File: config.mk
export PLATFORM = sky130hd
export DESIGN_NAME = sact_ctrl
export DESIGN_NICKNAME = d
export VERILOG_FILES = /design/src/hw/rtl/sact_pkg.sv /design/src/hw/rtl/sact_ctrl.sv
export SDC_FILE = /design/constraint.sdc
export NUM_CORES = 1
export LEC_CHECK = 0
export BUFFER_PORTS_ARGS = -buffer_cell sky130_fd_sc_hd__clkbuf_2
export CAP_MARGIN = 20
export CELL_PAD_IN_SITES_DETAIL_PLACEMENT = 1
export CELL_PAD_IN_SITES_GLOBAL_PLACEMENT = 2
export CORE_AREA = 2 2 39 41
export DETAILED_ROUTE_END_ITERATION = 8
export DIE_AREA = 0 0 41 43
export PLACE_DENSITY = 0.48
export REMOVE_ABC_BUFFERS = 1
export SLEW_MARGIN = 5
export SYNTH_ARGS = -nofsm -noshare
export SYNTH_HDL_FRONTEND = slang
export SYNTH_SLANG_ARGS = --single-unit
File: constraint.sdc
create_clock -name clk -period 0.95 [get_ports clk]
set_input_delay 0.0475 -clock clk [delete_from_list [all_inputs] [get_ports clk]]
set_output_delay 0.0475 -clock clk [all_outputs]
set_load 0.05 [all_outputs]
File: src/hw/rtl/sact_pkg.sv
// shared constants and controller/datapath interface types for the cache tag store
package sact_pkg;

    localparam int ADDR_W = 32;
    localparam int AGE_W  = 4;
    localparam int WAY_W  = 4;
    localparam int CNT_W  = 32;
    localparam int OUT_W  = 72;

    localparam logic [AGE_W-1:0] AGE_MAX = 4'hF;

    typedef struct packed {
        logic clr;
        logic rd;
        logic exec;
    } ctl_cmd_t;

    typedef struct packed {
        logic clr_last;
        logic out_free;
    } ctl_sts_t;

endpackage

File: src/hw/rtl/sact_ctrl.sv
// sequencing controller: clearing pass, tag row read, update and result hand-off
module sact_ctrl
    import sact_pkg::*;
(
    input  logic     clk,
    input  logic     rst_n,
    input  logic     s_tvalid,
    output logic     s_tready,
    input  ctl_sts_t sts,
    output ctl_cmd_t cmd
);

    localparam logic [1:0] ST_CLEAR = 2'd0;
    localparam logic [1:0] ST_IDLE  = 2'd1;
    localparam logic [1:0] ST_EXEC  = 2'd2;

    logic [1:0] state_reg;
    logic [1:0] state_next;

    always_ff @(posedge clk or negedge rst_n)
    begin
        if (!rst_n)
        begin
            state_reg <= ST_CLEAR;
        end
        else
        begin
            state_reg <= state_next;
        end
    end

    always_comb
    begin
        state_next = state_reg;
        cmd        = '0;
        s_tready   = 1'b0;
        case (state_reg)
            ST_CLEAR:
            begin
                cmd.clr = 1'b1;
                if (sts.clr_last)
                begin
                    state_next = ST_IDLE;
                end
            end
            ST_IDLE:
            begin
                s_tready = 1'b1;
                if (s_tvalid)
                begin
                    cmd.rd     = 1'b1;
                    state_next = ST_EXEC;
                end
            end
            ST_EXEC:
            begin
                if (sts.out_free)
                begin
                    cmd.exec   = 1'b1;
                    state_next = ST_IDLE;
                end
            end
            default:
            begin
                state_next = ST_IDLE;
            end
        endcase
    end

endmodule

# --- Yosys cells after proc, flatten, opt, wreduce, memory -nomap -nowiden ---
# Index checks and enable logic that the tools add are counted.
word_totals:
  elab_cells: 18
  output_inout_bits: 4
  register_bits: 2
op_classes:
  n_eq_ne: 5
  n_mux: 10
  n_reduce_logical: 2
ops:
  columns: ["op", "n"]
  rows:
  - ["2-to-1 mux 1 bit", 6]
  - ["2-to-1 mux 2 bit", 3]
  - ["inequality test 2 bit, second input constant", 3]
  - ["case mux 2 bit (3 select lines)", 1]
  - ["AND reduction 3 bit", 1]
  - ["equality test 2 x 1 -> 1 bit, second input constant", 1]
  - ["equality test 2 bit, second input constant", 1]
  - ["zero test 2 bit", 1]

# --- Depth between registers and ports, before layout ---
# Gate-level depths: netlist of the first run.
depth:
  ltp_word: 3
  depth_mapped: 2
  ltp_nobuf: 2

# --- Worst setup path before layout of the first run ---
# OpenSTA, ideal clock, no wires.
synth_path:
  path_type: "register to output"
  startpoint: "register state_reg[0]"
  endpoint: "output cmd[0] (netlist bit)"
  arrival_ns: 1.187
  t_required_ns: 0.902
  path_stages_with_launch: 3
  slack_ns: -0.284
  cell_sequence: "dfrtp_1 -> nand2b_1 -> nor2_1"
synth_lines:
  columns: ["item", "line", "text"]
  rows:
  - ["start, declared", "sact_ctrl.sv:17", "logic [1:0] state_reg;"]
  - ["start signal, assigned", "sact_ctrl.sv:28", "state_reg <= state_next;"]
  - ["end, declared", "sact_ctrl.sv:10", "output ctl_cmd_t cmd"]

==> results by group, run 1 <==
Final layout
  • Post-layout util: 21.1%
  • Largest register FFs: 2
  • N_diodes: 0
  • Fin nets: 33
  • Post-Layout Cell Count: 42
  • Share of post-route cells with drive strength above 1: 73.1%
  • Area Overhead vs Synth: 162%
  • Final cell area excluding filler cells: 292 um^2

Global route
  • Number of global-route vias before repair: 159
  • Global Route Usage Sum: 5.92%
  • GRT Residual Overflow: 0
  • Global-route wire length before repair: 607 um
  • Largest net degree at the start of global routing: 6
  • Antenna violations before repair: 0

Floorplan
  • IO Count: 9
  • Initial Utilization: 8.05%
  • Die area: 0.00176 mm^2
  • Die Y: 43 um
  • Row count: 14
  • Core ar.: 0.00138 mm^2
  • Die Wd: 41 um

Critical path
  • CP required: 900 ps
  • Max Fanout on Critical Path: 5
  • CP Launch Type: flop
  • Setup crit end kind: primary output
  • Crit path kind: flop to primary output
  • Arr. time, crit path: 1100 ps

Logic synthesis
  • Post-Synthesis Cell Area: 111 um^2
  • Synth area leader: dfrtp_1
  • Synth top area cells: dfrtp_1 (45%), mux2_1 (10%), and2b_2 (7.9%)
  • FF+latch count, synth: 2
  • Post-synth cell types: 9
  • Ys Warns: 0
  • Seq/Total Area, Yosys: 44.9%
  • Mapped Avg Cell Area: 9.28 um^2
  • Top cell type's share of synthesized area: 44.9%
  • Cells after synthesis: 12

STA
  • Period minus WS final: 1150 ps
  • Achievable Freq: 872 MHz
  • Worst-margin pin slew: 143 ps
  • Setup TNS Final: -647 ps
  • Final worst-path cycle share: 121%
  • Clk_skew: 4.58 ps
  • Slew HR: 90.4%
  • Final Hold Viols: 0
  • RSZ-0062 raised after global routing: true
  • Final Setup Violations: 6
  • Setup ws final: -197 ps
  • Final Max Tran Viols: 0

Route
  • Final ANT Viol Nets: 0
  • Final wirelength: 402 um
  • Drt via density: 3.26
  • Average wire per standard cell: 9.57 um
  • First DRT Iteration DRCs: 2
  • Drt first pass iters: 2
  • DRC: 0
  • Routed via count: 137

Power and ir drop
  • P_leak: 0.137 nW
  • Power Density: 3830 mW/mm^2
  • Max rail drop VDD: 938 uV

Clock network
  • Clock latency on the worst-skew pair: 220 ps
  • CTS tree: done
  • H-tree depth: 1
  • Worst-path clk slew: 30 ps
  • TritonCTS buffer count: 3
  • Root Buffer: clkbuf_4
  • Clk sinks: 2
  • Clock Path Buffers: 2

Placed design
  • GP Congestion: 0.542
  • Dpl cells: 37
  • Post-DP Area: 209 um^2
  • PortBufs: 8
  • Pre-CTS setup slack: -37.5 ps

Status
  • Failing checks: negative setup slack
  • Status: finished, violations left

Hold path
  • Hold crit path type: primary input to flop

Flow run
  • Max-Cap Viols: 0
## synth_stat cells
master / number
inv_1: 2
dfrtp_1: 2
o21ai_0: 1
nand3b_1: 1
nand2b_1: 1
o21a_1: 1
nor2_1: 2
and2b_2: 1
mux2_1: 1
## cell families after synthesis
kind of cell           synth area share (%)
AOI/OAI and AO/OA                      11.2
and+or+nand+nor                        27.0
buffers and inverters                  6.74
muxes                                  10.1
DFF                                    44.9
## cell usage in the layout, fill, tap and decap left out
master,instances
clkbuf_4,3
buf_6,1
mux2_1,1
o21a_1,1
dlygate4sd3_1,1
dfrtp_1,1
buf_8,1
dfrtp_2,1
inv_1,1
nor2_4,1
buf_4,1
nor2_1,1
o21ai_2,1
clkbuf_8,1
nand2b_4,1
inv_2,1
clkbuf_2,4
nand3b_1,1
and2b_2,1
buf_12,2
## final cells by class
class                           instances  area (um^2)
Clock buffer                            3         22.5
Multi-Input combinational cell          8         72.6
Fill cell                             170         1090
Sequential cell                         2         51.3
Inverter                                2         7.51
Tap cell                               16         20.0
Timing Repair Buffer                   11          118
## per-layer routing
metal | track usage, % | share of wire (%)
met4 | 6.00 | 0
met1 | 6.75 | 43
met3 | 4.71 | 11
met2 | 6.25 | 45
met5 | 0 | 0
## worst max-delay path, cell delays in order (launching register included)
cell and delay (ps):
dfrtp_2 430, nand3b_1 220, inv_2 100, buf_12 130
## power by group
part           leakage, nW  internal [mW]  switching, mW
combinational        0.101          0.360          0.387
clock               0.0138          0.139         0.0480
sequential          0.0225          0.129         0.0534
## per-stage QoR
stage / hold slack (ps) / power (mW)
after floorplan: -248 / 0.522
after global placement: -164 / 0.713
after detailed placement: -161 / 0.730
after CTS: 57.7 / 1.05
after global routing: 40.2 / 1.18
final: 36.4 / 1.12
## timing repair
item | 4_1_cts | 5_1_grt
setup endpoints to repair | 5 | 6
setup buffers | 1 | 1
resized for setup | 6 | 7
hold buffers | 1 | 0
hold endpoints to repair | 2 | 0
pin swaps | 1 | 1
## final timing paths
path                                end  slack, ps  depth (start not counted)          from
min reg2reg                state_reg[1]        610                          2  state_reg[1]
min                        state_reg[1]         40                          2        sts[0]
max reg2reg                state_reg[0]        -70                          2  state_reg[1]
min in group asynchronous  state_reg[0]        150                          2         rst_n
max in group asynchronous  state_reg[1]        690                          2         rst_n
max                              cmd[1]       -200                          3  state_reg[1]
Power figures use the tool's default switching activity.
==> run 2, diff against run 1 <==
Settings changed: ABC_AREA set to 1, PLACE_DENSITY 0.48 to 0.51.
Clock period 0.95 ns to 1.1 ns, I/O delays scaled along.
==> run 2 against run 1 <==
The run now ends clean. Combinational power is 16% lower. Clock skew shrank 3.6 ps. Synthesized cell count increased by 42%. Sequential share of layout area rose by 0.59 points. Clock power fell by 16%. Final cell count rose by 12%. Non-clock buffer count unchanged. Synthesized area increased by 3.4%. Via count grew 12%. Sequential cell count unchanged. Critical path type unchanged. Power shrank 16%.
==> results by group, run 2 <==
Global route
  • Antenna violations before repair: 0 (unchanged)
  • GRT Residual Overflow: 0 (unchanged)
  • Global Route Usage Sum: 5.62% (-0.31 points)
  • Number of global-route vias before repair: 175 (+10%)
  • Largest net degree at the start of global routing: 5 (-1)
  • Global-route wire length before repair: 607 um (unchanged)

Hold path
  • Hold crit path type: primary input to flop
  • Hold Path Sink: state_reg[0]
  • Hold_sp: sts[1]
  • Hold path depth: 5 (+3)

Clock network
  • TritonCTS buffer count: 3 (unchanged)
  • CTS tree: done
  • H-tree depth: 1 (unchanged)
  • Clock latency on the worst-skew pair: 220 ps (about the same)
  • Clock Path Buffers: 2 (unchanged)
  • Clk sinks: 2 (unchanged)
  • Root Buffer: clkbuf_4
  • Worst-path clk slew: 30 ps (about the same)

Critical path
  • Cell Chain, Critical Path: nor2_1 -> clkbuf_8
  • R2r setup slk: 180 ps (+250 ps)
  • Slowest CP cell: dfrtp_1
  • CP Launch Type: flop
  • Reg2reg start: state_reg[1]
  • Arr. time, crit path: 1040 ps (-60 ps)
  • Crit path kind: flop to primary output
  • Worst reg-to-reg path cell count: 5 (+3)
  • CP required: 1040 ps (+140 ps)
  • Max Fanout on Critical Path: 4 (-1)
  • Setup crit end kind: primary output
  • CP delay by family, top: flip-flops
  • Largest stage delay, worst path: 420 ps (about the same)
  • Worst r2r dst: state_reg[0]
  • Buf+Inv Stages, Crit Path: 1 (-1)

STA
  • Final Hold Viols: 0 (unchanged)
  • Slew HR: 87.0% (-3.4 points)
  • Setup TNS Final: 0 ps (+647 ps)
  • RSZ-0062 raised after global routing: true
  • Final Setup Violations: 0 (-6)
  • Worst-margin pin slew: 195 ps (+51.8 ps)
  • Period minus WS final: 1100 ps
  • Final Max Tran Viols: 0 (unchanged)
  • Achievable Freq: 912 MHz
  • Clk_skew: 0.994 ps (-3.59 ps)
  • Final worst-path cycle share: 99.7%
  • Min Hold Slack: 148 ps (+112 ps)

Logic synthesis
  • Synth area leader: dfrtp_1
  • Ys async rst share: 100% (unchanged)
  • Mapped Avg Cell Area: 6.77 um^2 (-27%)
  • Cells after synthesis: 17 (+5)
  • Post-Synthesis Cell Area: 115 um^2 (+3.4%)
  • FF+latch count, synth: 2 (unchanged)
  • EDFF count, synth: 0 (unchanged)
  • Top cell type's share of synthesized area: 43.5% (-1.5 points)
  • Dominant synthesized flop cell: dfrtp_1
  • Synth top area cells: dfrtp_1 (43%), inv_1 (13%), nor2_2 (11%)
  • Commonest cells post-synth: inv_1 (4), nand2_1 (3), dfrtp_1 (2), nor2_2 (2)
  • Post-synth cell types: 10 (+1)
  • Seq/Total Area, Yosys: 43.5% (-1.5 points)
  • Ys Warns: 0 (unchanged)
  • Most common cell in the netlist: inv_1

Status
  • Status: finished, final reports clean

Route
  • Drt first pass iters: 1 (-1)
  • Average wire per standard cell: 8.26 um (-14%)
  • Routed via count: 153 (+12%)
  • Final ANT Viol Nets: 0 (unchanged)
  • Drt via density: 3.26 (-0.20%)
  • DRC: 0 (unchanged)
  • First DRT Iteration DRCs: 0 (-2)
  • Final wirelength: 388 um (-3.5%)

Floorplan
  • Initial Utilization: 8.32% (+0.27 points)
  • Die area: 0.00176 mm^2 (unchanged)
  • Die Y: 43 um (unchanged)
  • IO Count: 9 (unchanged)
  • Row count: 14 (unchanged)
  • Core ar.: 0.00138 mm^2 (unchanged)
  • Die Wd: 41 um (unchanged)

Final layout
  • Fillers: 164 (-3.5%)
  • Largest register FFs: 2 (unchanged)
  • Post-Layout Cell Count: 47 (+12%)
  • Commonest non-fill, non-tap cell in the layout: clkbuf_2
  • Area Overhead vs Synth: 139%
  • Share of post-route cells with drive strength above 1: 64.5% (-8.6 points)
  • Final cell area excluding filler cells: 275 um^2 (-5.6%)
  • Fin nets: 38 (+15%)
  • Most frequent cells in the layout: clkbuf_2 (4), inv_2 (3), clkbuf_4 (3)
  • N_diodes: 0 (unchanged)

Power and ir drop
  • Power Density: 3390 mW/mm^2 (-11%)
  • P_leak: 0.145 nW (+5.6%)
  • Max rail drop VDD: 991 uV (+5.7%)

Flow run
  • Max-Cap Viols: 0 (unchanged)

Placed design
  • GP Congestion: 0.570 (+5.2%)
  • PortBufs: 8 (unchanged)
  • Post-DP Area: 175 um^2 (-16%)
  • Dpl cells: 41 (+11%)
-- run 2: cell families (layout without fill, tap and decap cells) --
| family | count (synthesis) | after routing | synth area share (%) |
|---|---|---|---|
| compound gates | 1 | 1 | 4.34 |
| simple gates | 8 | 8 | 32.6 |
| buf+inv | 6 | 20 | 19.6 |
| flops | 2 | 2 | 43.5 |
-- run 2: per-stage QoR --
step / total power, mW / utilization (%) / setup WS [ps]
after global routing: 0.999 / 19.9 / -55.6
after CTS: 0.875 / 18.5 / -42.0
after detailed placement: 0.543 / 12.7 / 62.5
after floorplan: 0.453 / - / -441
final: 0.933 / 19.9 / 3.80
after global placement: 0.535 / 12.7 / 91.4
-- run 2: final cells by class --
type / count / area [um^2] / share of cell area (%)
well taps: 16 / 20.0 / 7.27
repair buffers: 11 / 100 / 36.4
multi-input cells: 9 / 60.1 / 21.8
clock buffers: 3 / 22.5 / 8.18
flip-flops and latches: 2 / 50.0 / 18.2
inverters: 6 / 22.5 / 8.18
-- run 2: worst min-delay path, stage by stage --
cell	delay, ps
clkbuf_2	90
inv_2	30
nand2_1	40
nand2_1	80
nor2_2	30
-- run 2: metal layers --
metal,up-vias,global-route usage (%),wire length [um]
met3,0,1.57,45
met1,68,6.09,157
li1,76,-,-
met4,0,8.00,0
met5,-,0,0
met2,9,6.88,185
-- run 2: report_power, final --
part           leakage, nW  switching (mW)  internal (mW)
Combinational        0.108           0.373          0.252
Sequential          0.0237          0.0437          0.108
Clock               0.0138          0.0373          0.120
Total                0.145           0.454          0.480
-- run 2: timing repair --
| item | CTS | global route |
|---|---|---|
| hold buffers | 1 | 0 |
| pin swaps | 2 | 1 |
| setup endpoints to repair | 4 | 4 |
| buffers inserted | 1 | 1 |
| gates resized for setup | 11 | 6 |
| hold endpoints to repair | 2 | 0 |
| gates cloned | 0 | 0 |
-- run 2: worst max path at each step --
stage / from / end / slack (ps) / depth (start not counted)
finish: state_reg[0] / cmd[2] / 4 / 2
global route: state_reg[0] / cmd[2] / -60 / 2
CTS: state_reg[1] / cmd[0] / -40 / 3
detailed placement: state_reg[1] / cmd[1] / 60 / 4
global placement: state_reg[1] / cmd[1] / 90 / 4
floorplan: state_reg[0] / cmd[0] / -440 / 1
==> run 3, diff against run 2 <==
Settings changed: ABC_AREA 1 to 0, PLACE_DENSITY 0.51 to 0.47.
==> run 3 against run 2 <==
The flow now finishes with violations (negative setup slack). Largest cell class unchanged. Register-to-register slack got worse by 180 ps. Highest routed layer is now met4. Critical endpoint is now cmd[1]. Hold slack got worse by 71 ps. Critical path depth is 1 higher. Power increased by 2.8%. Clock power is 3% higher.
==> results by group, run 3 (synthesis results as in run 1) <==
Status
  • Failing checks: negative setup slack
  • Status: finished, violations left

Critical path
  • Largest stage delay, worst path: 400 ps (-20 ps)
  • Cell Chain, Critical Path: nand3b_1 -> inv_2 -> buf_8
  • CP startpoint: state_reg[1]
  • Worst r2r dst: state_reg[0]
  • CP required: 1040 ps (about the same)
  • Crit path kind: flop to primary output
  • Slowest CP cell: dfrtp_1
  • Worst reg-to-reg path cell count: 3 (-2)
  • R2r setup slk: 0 ps (-180 ps)
  • Max Fanout on Critical Path: 5 (+1)
  • Reg2reg start: state_reg[1]
  • Setup crit end kind: primary output
  • CP Launch Type: flop
  • Arr. time, crit path: 1090 ps (+50 ps)

Clock network
  • Worst-path clk slew: 30 ps (about the same)
  • Clk sinks: 2 (unchanged)
  • Clock Path Buffers: 2 (unchanged)
  • Root Buffer: clkbuf_4
  • H-tree depth: 1 (unchanged)
  • CTS tree: done
  • Clock latency on the worst-skew pair: 220 ps (about the same)
  • TritonCTS buffer count: 3 (unchanged)

STA
  • Min Hold Slack: 77.0 ps (-71.0 ps)
  • Worst-margin pin slew: 162 ps (-32.9 ps)
  • Final Hold Viols: 0 (unchanged)
  • Final Max Tran Viols: 0 (unchanged)
  • Achievable Freq: 871 MHz (-4.5%)
  • Clk_skew: 0.391 ps (-0.602 ps)
  • Final worst-path cycle share: 104% (+4.7 points)
  • Final Setup Violations: 3 (+3)
  • RSZ-0062 raised after global routing: true
  • Slew HR: 89.2% (+2.2 points)
  • Setup TNS Final: -53.1 ps (-53.1 ps)
  • Period minus WS final: 1150 ps (+51.7 ps)
  • Setup ws final: -47.9 ps (-51.7 ps)

Power and ir drop
  • P_leak: 0.147 nW (+1.5%)
  • Power Density: 3320 mW/mm^2 (-2.0%)
  • Max rail drop VDD: 873 uV (-12%)

Placed design
  • PortBufs: 8 (unchanged)
  • Post-DP Area: 171 um^2 (-2.1%)
  • Pre-CTS setup slack: 94.2 ps (+31.7 ps)
  • GP Congestion: 0.528 (-7.5%)

Route
  • Final ANT Viol Nets: 0 (unchanged)
  • Average wire per standard cell: 9.61 um (+16%)
  • Final wirelength: 423 um (+9.0%)
  • Drt first pass iters: 2 (+1)
  • Routed via count: 151 (-1.3%)
  • First DRT Iteration DRCs: 2 (+2)
  • Drt via density: 3.43 (+5.4%)
  • DRC: 0 (unchanged)

Final layout
  • Final cell area excluding filler cells: 289 um^2 (+5.0%)
  • Most frequent cells in the layout: clkbuf_2 (4), buf_4 (4), clkbuf_4 (3), buf_8 (3), dfrtp_1 (2)
  • N_diodes: 0 (unchanged)
  • Area Overhead vs Synth: 160%
  • Largest register FFs: 2 (unchanged)
  • Fin nets: 35 (-7.9%)
  • Share of post-route cells with drive strength above 1: 71.4% (+6.9 points)
  • Fillers: 169 (+3.0%)

Hold path
  • Hold crit path type: primary input to flop
  • Hold Path Sink: state_reg[1]
  • Hold_sp: sts[0]
  • Hold path depth: 2 (-3)

Floorplan
  • Die Y: 43 um (unchanged)
  • Core ar.: 0.00138 mm^2 (unchanged)
  • Row count: 14 (unchanged)
  • Initial Utilization: 8.05% (-0.27 points)
  • IO Count: 9 (unchanged)
  • Die Wd: 41 um (unchanged)
  • Die area: 0.00176 mm^2 (unchanged)

Global route
  • Number of global-route vias before repair: 139 (-21%)
  • Antenna violations before repair: 0 (unchanged)
  • Largest net degree at the start of global routing: 6 (+1)
  • Global Route Usage Sum: 5.72% (+0.11 points)
  • Global-route wire length before repair: 579 um (-4.6%)
  • GRT Residual Overflow: 0 (unchanged)

Flow run
  • Max-Cap Viols: 0 (unchanged)
==> run 3: cell types whose count changed in the layout (fill, tap and decap cells not counted), sizes merged <==
cell	change
and2b	+1
buf	+3
clkbuf	-1
clkinv	-1
inv	-3
mux2	+1
nand2	-3
nand2b	+1
nand3	-1
nand3b	+1
nor2	-1
nor3	-1
o21a	+1
==> run 3: critical path, delay by kind of cell, from the launching register on <==
family	cells	cell delay [ps]
buffers and inverters	2	240
flip-flops	1	400
AND/OR/NAND/NOR	1	240
==> run 3: how the worst max path moves through the flow <==
stage                     cells past startpoint      to  slack [ps]
after floorplan                               2  cmd[0]        -140
final                                         3  cmd[1]         -50
after detailed placement                      3  cmd[1]          90
after CTS                                     3  cmd[1]         -60
after global routing                          3  cmd[1]        -100
after global placement                        3  cmd[1]         110
==> run 3: layer usage <==
layer	wire length, um	share of wire [%]	GRT usage, %	vias up
li1	-	-	-	70
met1	164	39	5.47	70
met2	199	47	6.25	9
met3	52	12	4.19	2
met4	6	1.4	8.00	0
met5	0	0	0	-
==> run 3: final cells by class <==
| type | instances | area (um^2) | share of cell area [%] |
|---|---|---|---|
| Sequential cell | 2 | 50.0 | 17.3 |
| Inverter | 2 | 7.51 | 2.60 |
| Clock buffer | 3 | 22.5 | 7.79 |
| Tap cell | 16 | 20.0 | 6.93 |
| Timing Repair Buffer | 13 | 116 | 40.3 |
| Multi-Input combinational cell | 8 | 72.6 | 25.1 |
==> run 3: timing repair <==
item                                    in CTS  in global routing
endpoints found under the hold margin        2                  0
resized for setup                           10                  7
buffers inserted                             2                  2
hold buffers                                 1                  0
endpoints found under the setup margin       3                  4
==> run 3: report_power, final <==
group          switching (mW)  internal [mW]
clock network          0.0416          0.120
logic                   0.339          0.312
registers              0.0391          0.108
==> run 3: stage by stage <==
stage	utilization [%]	power (mW)	cells
2_1_floorplan	-	0.451	12
3_3_place_gp	12.4	0.525	36
3_5_place_dp	12.4	0.537	36
4_1_cts	18.9	0.876	42
5_1_grt	20.9	1.01	44
6_report	20.9	0.960	44
